[config.mk]
export PLATFORM = sky130hd
export DESIGN_NAME = serial_command_frame_parser_unit
export DESIGN_NICKNAME = d
export VERILOG_FILES = /design/src/sv/scfp_pkg.sv /design/src/sv/scfp_store.sv /design/src/sv/scfp_parser.sv /design/src/sv/scfp_emitter.sv /design/src/sv/serial_command_frame_parser_unit.sv
export SDC_FILE = /design/constraint.sdc
export NUM_CORES = 1
export LEC_CHECK = 0
export BUFFER_PORTS_ARGS = -buffer_cell sky130_fd_sc_hd__buf_4
export CAP_MARGIN = 20
export CORE_MARGIN = 3
export CORE_UTILIZATION = 50
export DETAILED_ROUTE_END_ITERATION = 8
export PLACE_DENSITY = 0.78
export SYNTH_ARGS = -nofsm -noshare
export SYNTH_HDL_FRONTEND = slang
export SYNTH_SLANG_ARGS = --single-unit
[constraint.sdc]
create_clock -name clk -period 3.4 [get_ports clk]
set_input_delay 0 -clock clk [delete_from_list [all_inputs] [get_ports clk]]
set_output_delay 0 -clock clk [all_outputs]
set_load 0.03 [all_outputs]
[src/sv/scfp_pkg.sv]
package scfp_pkg;

	localparam int StoreDepth = 64;
	localparam int AddrW = $clog2(StoreDepth);
	localparam int SizeW = AddrW + 1;
	localparam int DefaultMaxPayload = 64;

	localparam logic [7:0] StartByte = 8'h3F;
	localparam logic [7:0] DirByte = 8'h43;

	// Handoff of a frame whose checksum matched.
	typedef struct packed {
		logic             start;
		logic [7:0]       cmd;
		logic [SizeW-1:0] size;
	} frame_t;

endpackage

[src/sv/scfp_store.sv]
module scfp_store
	import scfp_pkg::*;
(
	input  logic             clk,
	input  logic             we,
	input  logic [AddrW-1:0] waddr,
	input  logic [7:0]       wdata,
	input  logic             re,
	input  logic [AddrW-1:0] raddr,
	output logic [7:0]       rdata
);

	logic [7:0] mem [StoreDepth];

	always_ff @(posedge clk) begin
		if (we) begin
			mem[waddr] <= wdata;
		end
		if (re) begin
			rdata <= mem[raddr];
		end
	end

endmodule

[src/sv/scfp_parser.sv]
module scfp_parser
	import scfp_pkg::*;
#(
	parameter int MAX_PAYLOAD = DefaultMaxPayload
) (
	input  logic             clk,
	input  logic             arst_n,
	input  logic             in_valid,
	input  logic             in_ready,
	input  logic [7:0]       rx_byte,
	output logic             we,
	output logic [AddrW-1:0] waddr,
	output logic [7:0]       wdata,
	output frame_t           frame
);

	localparam int SizeLimit = (MAX_PAYLOAD > StoreDepth) ? StoreDepth : MAX_PAYLOAD;
	localparam logic [8:0] SizeLimitV = 9'(SizeLimit);

	typedef enum logic [2:0] {
		PH_HUNT,
		PH_GOT_START,
		PH_SIZE,
		PH_COMMAND,
		PH_PAYLOAD
	} phase_t;

	phase_t           phase_q;
	logic [SizeW-1:0] size_q;
	logic [SizeW-1:0] count_q;
	logic [7:0]       cmd_q;
	logic [7:0]       xor_q;
	logic             accept;
	logic             more;

	assign accept = in_valid && in_ready;
	assign more = count_q < size_q;

	assign we = accept && (phase_q == PH_PAYLOAD) && more;
	assign waddr = count_q[AddrW-1:0];
	assign wdata = rx_byte;

	assign frame.start = accept && (phase_q == PH_PAYLOAD) && !more && (xor_q == rx_byte);
	assign frame.cmd = cmd_q;
	assign frame.size = size_q;

	always_ff @(posedge clk or negedge arst_n) begin
		if (!arst_n) begin
			phase_q <= PH_HUNT;
			size_q <= '0;
			count_q <= '0;
			cmd_q <= '0;
			xor_q <= '0;
		end else if (accept) begin
			unique case (phase_q)
				PH_HUNT: begin
					phase_q <= (rx_byte == StartByte) ? PH_GOT_START : PH_HUNT;
				end
				PH_GOT_START: begin
					phase_q <= (rx_byte == DirByte) ? PH_SIZE : PH_HUNT;
				end
				PH_SIZE: begin
					if ({1'b0, rx_byte} > SizeLimitV) begin
						phase_q <= PH_HUNT;
					end else begin
						size_q <= rx_byte[SizeW-1:0];
						count_q <= '0;
						xor_q <= rx_byte;
						phase_q <= PH_COMMAND;
					end
				end
				PH_COMMAND: begin
					cmd_q <= rx_byte;
					xor_q <= xor_q ^ rx_byte;
					phase_q <= PH_PAYLOAD;
				end
				PH_PAYLOAD: begin
					if (more) begin
						xor_q <= xor_q ^ rx_byte;
						count_q <= count_q + 1'b1;
					end else begin
						phase_q <= PH_HUNT;
					end
				end
				default: begin
					phase_q <= PH_HUNT;
				end
			endcase
		end
	end

endmodule

[src/sv/scfp_emitter.sv]
module scfp_emitter
	import scfp_pkg::*;
(
	input  logic             clk,
	input  logic             arst_n,
	input  frame_t           frame,
	output logic             busy,
	output logic             re,
	output logic [AddrW-1:0] raddr,
	input  logic [7:0]       rdata,
	output logic             out_valid,
	input  logic             out_ready,
	output logic [7:0]       command_code,
	output logic [7:0]       payload_byte,
	output logic [5:0]       byte_index,
	output logic             has_data,
	output logic             last
);

	typedef enum logic [1:0] {
		EM_IDLE,
		EM_FETCH,
		EM_SHOW
	} em_state_t;

	em_state_t        state_q;
	logic [AddrW-1:0] idx_q;
	logic [SizeW-1:0] size_q;
	logic [7:0]       cmd_q;
	logic             data_q;
	logic             is_last;

	assign is_last = !data_q || ({1'b0, idx_q} == size_q - 1'b1);

	assign busy = state_q != EM_IDLE;
	assign re = state_q == EM_FETCH;
	assign raddr = idx_q;

	assign out_valid = state_q == EM_SHOW;
	assign command_code = cmd_q;
	// The read register holds still in the show state since no read is issued there.
	assign payload_byte = data_q ? rdata : 8'h00;
	assign byte_index = 6'(idx_q);
	assign has_data = data_q;
	assign last = is_last;

	always_ff @(posedge clk or negedge arst_n) begin
		if (!arst_n) begin
			state_q <= EM_IDLE;
			idx_q <= '0;
			size_q <= '0;
			cmd_q <= '0;
			data_q <= 1'b0;
		end else begin
			unique case (state_q)
				EM_IDLE: begin
					if (frame.start) begin
						cmd_q <= frame.cmd;
						size_q <= frame.size;
						idx_q <= '0;
						data_q <= frame.size != '0;
						state_q <= (frame.size != '0) ? EM_FETCH : EM_SHOW;
					end
				end
				EM_FETCH: begin
					state_q <= EM_SHOW;
				end
				EM_SHOW: begin
					if (out_ready) begin
						if (is_last) begin
							state_q <= EM_IDLE;
						end else begin
							idx_q <= idx_q + 1'b1;
							state_q <= EM_FETCH;
						end
					end
				end
				default: begin
					state_q <= EM_IDLE;
				end
			endcase
		end
	end

endmodule

[src/sv/serial_command_frame_parser_unit.sv]
// Serial command frame parser. Received bytes enter one beat at a time and are
// checked for frames of the form '?', 'C', size, command, payload, checksum,
// where the checksum is the XOR of size, command and payload. While a frame is
// being received its payload bytes are written into a 64-entry payload memory.
// After a good checksum the stored payload is played back in order, one result
// beat per byte, tagged with the command code, with the final beat marked; an
// empty frame gives one beat with has_data low. Each played-back byte is first
// read from the memory and then shown as an output beat, and in_ready stays low
// until the last result beat of the frame is taken. Sizes above MAX_PAYLOAD
// (capped at 64) and bad checksums produce nothing.
module serial_command_frame_parser_unit
	import scfp_pkg::*;
#(
	parameter int MAX_PAYLOAD = DefaultMaxPayload
) (
	input  logic       clk,
	input  logic       arst_n,
	input  logic       in_valid,
	output logic       in_ready,
	input  logic [7:0] rx_byte,
	output logic       out_valid,
	input  logic       out_ready,
	output logic [7:0] command_code,
	output logic [7:0] payload_byte,
	output logic [5:0] byte_index,
	output logic       has_data,
	output logic       last
);

	logic             we;
	logic [AddrW-1:0] waddr;
	logic [7:0]       wdata;
	logic             re;
	logic [AddrW-1:0] raddr;
	logic [7:0]       rdata;
	logic             busy;
	frame_t           frame;

	assign in_ready = !busy;

	scfp_parser #(
		.MAX_PAYLOAD(MAX_PAYLOAD)
	) u_parser (
		.clk      (clk),
		.arst_n   (arst_n),
		.in_valid (in_valid),
		.in_ready (in_ready),
		.rx_byte  (rx_byte),
		.we       (we),
		.waddr    (waddr),
		.wdata    (wdata),
		.frame    (frame)
	);

	scfp_store u_store (
		.clk   (clk),
		.we    (we),
		.waddr (waddr),
		.wdata (wdata),
		.re    (re),
		.raddr (raddr),
		.rdata (rdata)
	);

	scfp_emitter u_emitter (
		.clk          (clk),
		.arst_n       (arst_n),
		.frame        (frame),
		.busy         (busy),
		.re           (re),
		.raddr        (raddr),
		.rdata        (rdata),
		.out_valid    (out_valid),
		.out_ready    (out_ready),
		.command_code (command_code),
		.payload_byte (payload_byte),
		.byte_index   (byte_index),
		.has_data     (has_data),
		.last         (last)
	);

endmodule

After elaboration in Yosys (flattened, before gate mapping). Memory sizes are Yosys's and may differ from the RTL's. A register that Yosys moved wholly into a read port is not among the register bits. Index checks and enable logic that the tools add are counted.

Bits in registers: 57. RAM bits: 512. Output and inout bits: 26. Logic and storage cells: 81. Memories kept: 1.

$add $sub $neg: 3. Order comparisons: 2. Equality and inequality tests: 16. Mux-type cells: 23. Bitwise operators: 2. Reductions and logical operators: 24.

Memory list: u_store.mem (depth 64, bits a word 8, read ports 1, clocked after Yosys merged registers in 1, wr ports 1, line scfp_store.sv:13) `logic [7:0] mem [StoreDepth];`.

Operator list (number): $mux 8 (3); $pmux 8 s3 (1); $mux 6 (3); $pmux 3 s5 (1); $mux 7 (2); $pmux 7 s2 (1); $pmux 6 s2 (1); $reduce_and 4->1 (3); $mux 2 (5); $eq 8x6->1 const B (1); $eq 8x7->1 const B (1); $eq 8x8->1 (1); $gt 8x7->1 const B (1); $ne 2x2->1 const B (4); $reduce_and 2->1 (4); $xor 8x8->8 (1); $add 7x1->7 const B (1); $eq 6x7->1 (1); $lt 7x7->1 (1); $reduce_bool 7->1 (1); $sub 7x1->7 const B (1); $add 6x1->6 const B (1); $eq 3x2->1 const B (2); $pmux 2 s3 (1); other kinds (16) (28).

Logic depth before layout (Yosys ltp).
Depth after elaboration: 8. Depth in mapped cells: 10. Mapped depth without buffers: 8.

Cells and area by module. A second synthesis with hierarchy kept.

Cells, all modules: 1301. Area, all modules: 23802.8 um^2.

Modules (own cells, without submodules): scfp_store (instances 1, cells each 940, area an instance 20246.9 um^2, sequential area each 15615.0 um^2); scfp_parser (instances 1, cells each 216, area an instance 2120.8 um^2, sequential area each 825.8 um^2); scfp_emitter (instances 1, cells each 144, area an instance 1431.4 um^2, sequential area each 600.6 um^2); serial_command_frame_parser_unit (instances 1, cells each 1, area an instance 3.8 um^2, sequential area each 0.0 um^2).

Worst setup path before layout. No wires, ideal clock.

Path type: register to register. Start: register u_parser.size_q[6]. End: memory u_store.mem[13][0] (enable). Setup time: 370 ps. Data arrival time: 2349 ps. Data required time: 3030 ps. Setup slack: 681 ps. Stages on the path, launching flop included: 10. Clock period less this slack: 2719 ps. Path through: dfrtp_1 > inv_1 > ha_1 > a21oi_1 > o21ai_0 > a21o_1 > or2_1 > or4b_1 > buf_2 > nor2_1.

Longest elaborated chain between the ends: 4.

Ends and longest elaborated chain: start: declaration (line scfp_parser.sv:29) `logic [SizeW-1:0] size_q;`; start signal: assignment (line scfp_parser.sv:66) `size_q <= rx_byte[SizeW-1:0];`; $lt 7x7->1 (line scfp_parser.sv:37) `assign more = count_q < size_q;`; $logic_and 1x1->1 (line scfp_parser.sv:39) `assign we = accept && (phase_q == PH_PAYLOAD) && more;`; $mux 1 (line scfp_store.sv:16) `if (we) begin`; $mux 1 (implied by the code) (line scfp_store.sv:17) `mem[waddr] <= wdata;`; end: declaration (line scfp_store.sv:13).

No other way between the ends.

Final worst setup path.
Start: register u_parser.count_q[2]. End: memory u_store.mem[32][5] (enable).

Longest elaborated chain between the ends: 4.

Ends and longest elaborated chain: start: declaration (line scfp_parser.sv:30) `logic [SizeW-1:0] count_q;`; start signal: assignment (line scfp_parser.sv:80) `count_q <= count_q + 1'b1;`; $lt 7x7->1 (line scfp_parser.sv:37); $logic_and 1x1->1 (line scfp_parser.sv:39); $mux 1 (line scfp_store.sv:16); $mux 1 (implied by the code) (line scfp_store.sv:17).

Several ways; a longest one is shown, not always the timed one.

==> run metrics <==
status=complete, no violations; sequential share of power=0.505; reg2reg path depth=7; core area=45670 um2; CTS tree=yes; RR Startpoint=u_parser.count_q[2]; clk buf depth=3; Synth Instances=1189; largest net degree at the start of global routing=70; Gate power share=0.076; Final Max Slew Viols=0; Layout area overhead=14.92%; DRT Wirelength=54310 um; initial DRC count=1691; vias in the first global route=12300; Routed met2 length=26660 um; Worst R2R End=u_store.mem[32][5]; cell area after synthesis=23270 um2; DR WL/cell=27.62 um; critical-path maximum fanout=13; antenna viol nets, final=0; initial antenna violation count=1; most numerous cell in the Yosys netlist=edfxtp_1; Fin. Hold Viols=0; main combinational cell family by area after synthesis=multiplexers; syn avg cell area=19.57 um2; largest cells by area after synthesis=edfxtp_1 67%, mux4_2 15%, dfrtp_1 6.1%; I/O Buffers=37; Clock Root Buffer=clkbuf_16; drc violations=0; Worst Tran Pin Value=1.074 ns; Worst setup SP type=flop; setup TNS=0 ns; latest clock arrival within the worst-skew pair=0.60 ns; cts bufs inserted=55; number of different library cells in the post-synthesis netlist=66; Net Switching=3.294 mW; fin crit share=0.9059; synthesized net count=1210; R2R Setup Slk=0.32 ns; Synth async-reset ratio=0.09879; RSZ-0062 raised after global routing=false; die extent in y=221.7 um; Pleak=9.080 nW; EDFF count, synth=520; ys flop type=edfxtp_1; Final Setup Violations=0; CTS sink cnt=577; Total GRT Usage=0.2218; Vias/cell=6.258; area leader, netlist=edfxtp_1; Placer Congestion=0.8487; first-pass GRT wire length=81650 um; post-CTS sizing=0; Sw Share=0.2130; register area share after synthesis=0.7323; clock share of power=0.419; Worst EP required=3.63 ns; Nets=1341; XOR/XNOR share of the synthesized area=0.004516; Post-Synth Adder-Cell Area=0.004839; Yosys top cell area share=0.6710; Top Ports=38; chip width=221.7 um; CP Data Arrival Time=3.31 ns; crit path time final=3.080 ns; WL met1=21440 um; met3 wire length=4595 um; row cnt=78; CTS clk-pin slew, worst paths=0.07 ns; Int Power=12.17 mW; top sig layer=met4; Synth Area in Simple Gates=0.04893; post-synthesis mux area share=0.1624; Peak VDD IR=456.8 uV; clk_skew=0.02303 ns; Yosys Warn Count=0; DRT Pass-1 Iters=5; normalized max-slew margin=0.2826; Compound-Gate Fraction of Synth Area=0.02823; class of the worst hold path=input port to asynchronous set/reset pin; end-of-flow core utilization=0.5855; Crit. End Element=flop; top post-synthesis cells by count=520 x edfxtp_1, 156 x mux4_2, 76 x nor2_1; Crit Path Class=flop to flop; Hold Buf Count CTS=10; Pwr Density=578.2 nW/um2; max_cap viols=0; die area=49170 um2; share of layout cells above drive strength 1=0.2967; Initial Utilization=0.5095; DP Wirelength=32960 um; Peak Freq=0.3247 GHz; routed vias=12300; Post-CTS Setup Inserts=0; Remaining Overflow, GRT=0; H-tree Lvls=2; register bit total from synthesis=577
-- power by group through the flow --
stage          Sequential [mW]  Clock [mW]  Combinational (mW)
6_report                  7.81        6.49                1.17
5_1_grt                   7.81        6.83                1.23
4_1_cts                   7.81        6.55                1.18
3_5_place_dp              7.96           0                1.16
3_3_place_gp              7.96           0                1.13
2_1_floorplan             7.93           0               0.751
-- worst max-delay path by stage --
stage	from	to	slack (ns)	cells past startpoint
floorplan	u_parser.size_q[6]	u_store.mem[13][0]	0.68	9
global placement	u_parser.count_q[4]	u_store.mem[35][1]	0.48	7
detailed placement	u_parser.count_q[4]	u_store.mem[31][7]	0.40	8
CTS	u_parser.count_q[4]	u_store.mem[32][5]	0.34	7
global route	u_parser.count_q[4]	u_store.mem[31][7]	0.14	8
finish	u_parser.count_q[2]	u_store.mem[32][5]	0.32	7
-- critical path, stage by stage (launching register included) --
cell and delay [ns]:
dfrtp_1 0.55, ha_1 0.32, a21oi_1 0.12, o21ai_1 0.11, a21o_1 0.23, or2_1 0.27
or4b_4 0.65, nor2_2 0.45
-- per-stage QoR --
stage,power (mW),instance area [um2],cells,hold slack [ns],setup slack [ns]
floorplan,8.678,23270,1189,-0.2956,0.6806
global placement,9.091,24730,1853,0.09567,0.4809
detailed placement,9.119,24730,1853,0.1089,0.3973
CTS,15.54,26740,1965,0.02268,0.3382
global route,15.87,26740,1965,0.04599,0.1425
finish,15.46,26740,1966,0.005979,0.3198
-- cell type report --
| class | instances | area, um2 |
|---|---|---|
| diodes | 1 | 2.502 |
| clock buffers | 65 | 1414 |
| clock inverters | 37 | 495.5 |
| fillers | 3179 | 18930 |
| inverters | 24 | 90.09 |
| multi-input cells | 524 | 5792 |
| flip-flops and latches | 577 | 17050 |
| well taps | 600 | 750.7 |
| repair buffers | 138 | 1149 |
-- kinds of logic (layout without fill, tap and decap cells) --
family	after synthesis	after routing
AO/OA/AOI/OAI	100	100
multiplexers	180	180
other	0	1
AND/OR/NAND/NOR	223	223
adder cells (fa/ha/maj)	9	9
XOR/XNOR	12	12
flip-flops	577	577
buffers and inverters	88	264
-- cells in the final DEF (no fill, tap or decap), types with 9 or more instances in the layout --
master         count
nand2b_1           9
or3_1             11
ha_1               9
xnor2_1            9
clkbuf_1          10
edfxtp_1         520
and2_1            11
mux4_2           156
o21ai_0           28
dfrtp_1           54
dlygate4sd3_1     10
bufinv_16         12
clkbuf_16         55
clkinv_1          10
a21oi_1           16
inv_1             23
nand2_1           50
mux2_2            17
nor2_1            76
buf_4            121
-- routing by layer --
layer / up-vias / track usage
li1: 5094 / -
met1: 6433 / 0.3141
met2: 674 / 0.3561
met3: 103 / 0.04329
met4: 0 / 0.06605
met5: - / 0
-- sequential cells by signal (all words and copies together) (netlist names) --
name                    count
u_emitter.byte_index        6
u_emitter.command_code      8
u_emitter.has_data          1
u_emitter.size_q            7
u_emitter.state_q           2
u_parser.cmd_q              8
u_parser.count_q            7
u_parser.phase_q            3
u_parser.size_q             7
u_parser.xor_q              8
u_store.mem               512
u_store.rdata               8
Power figures use the tool's default switching activity.
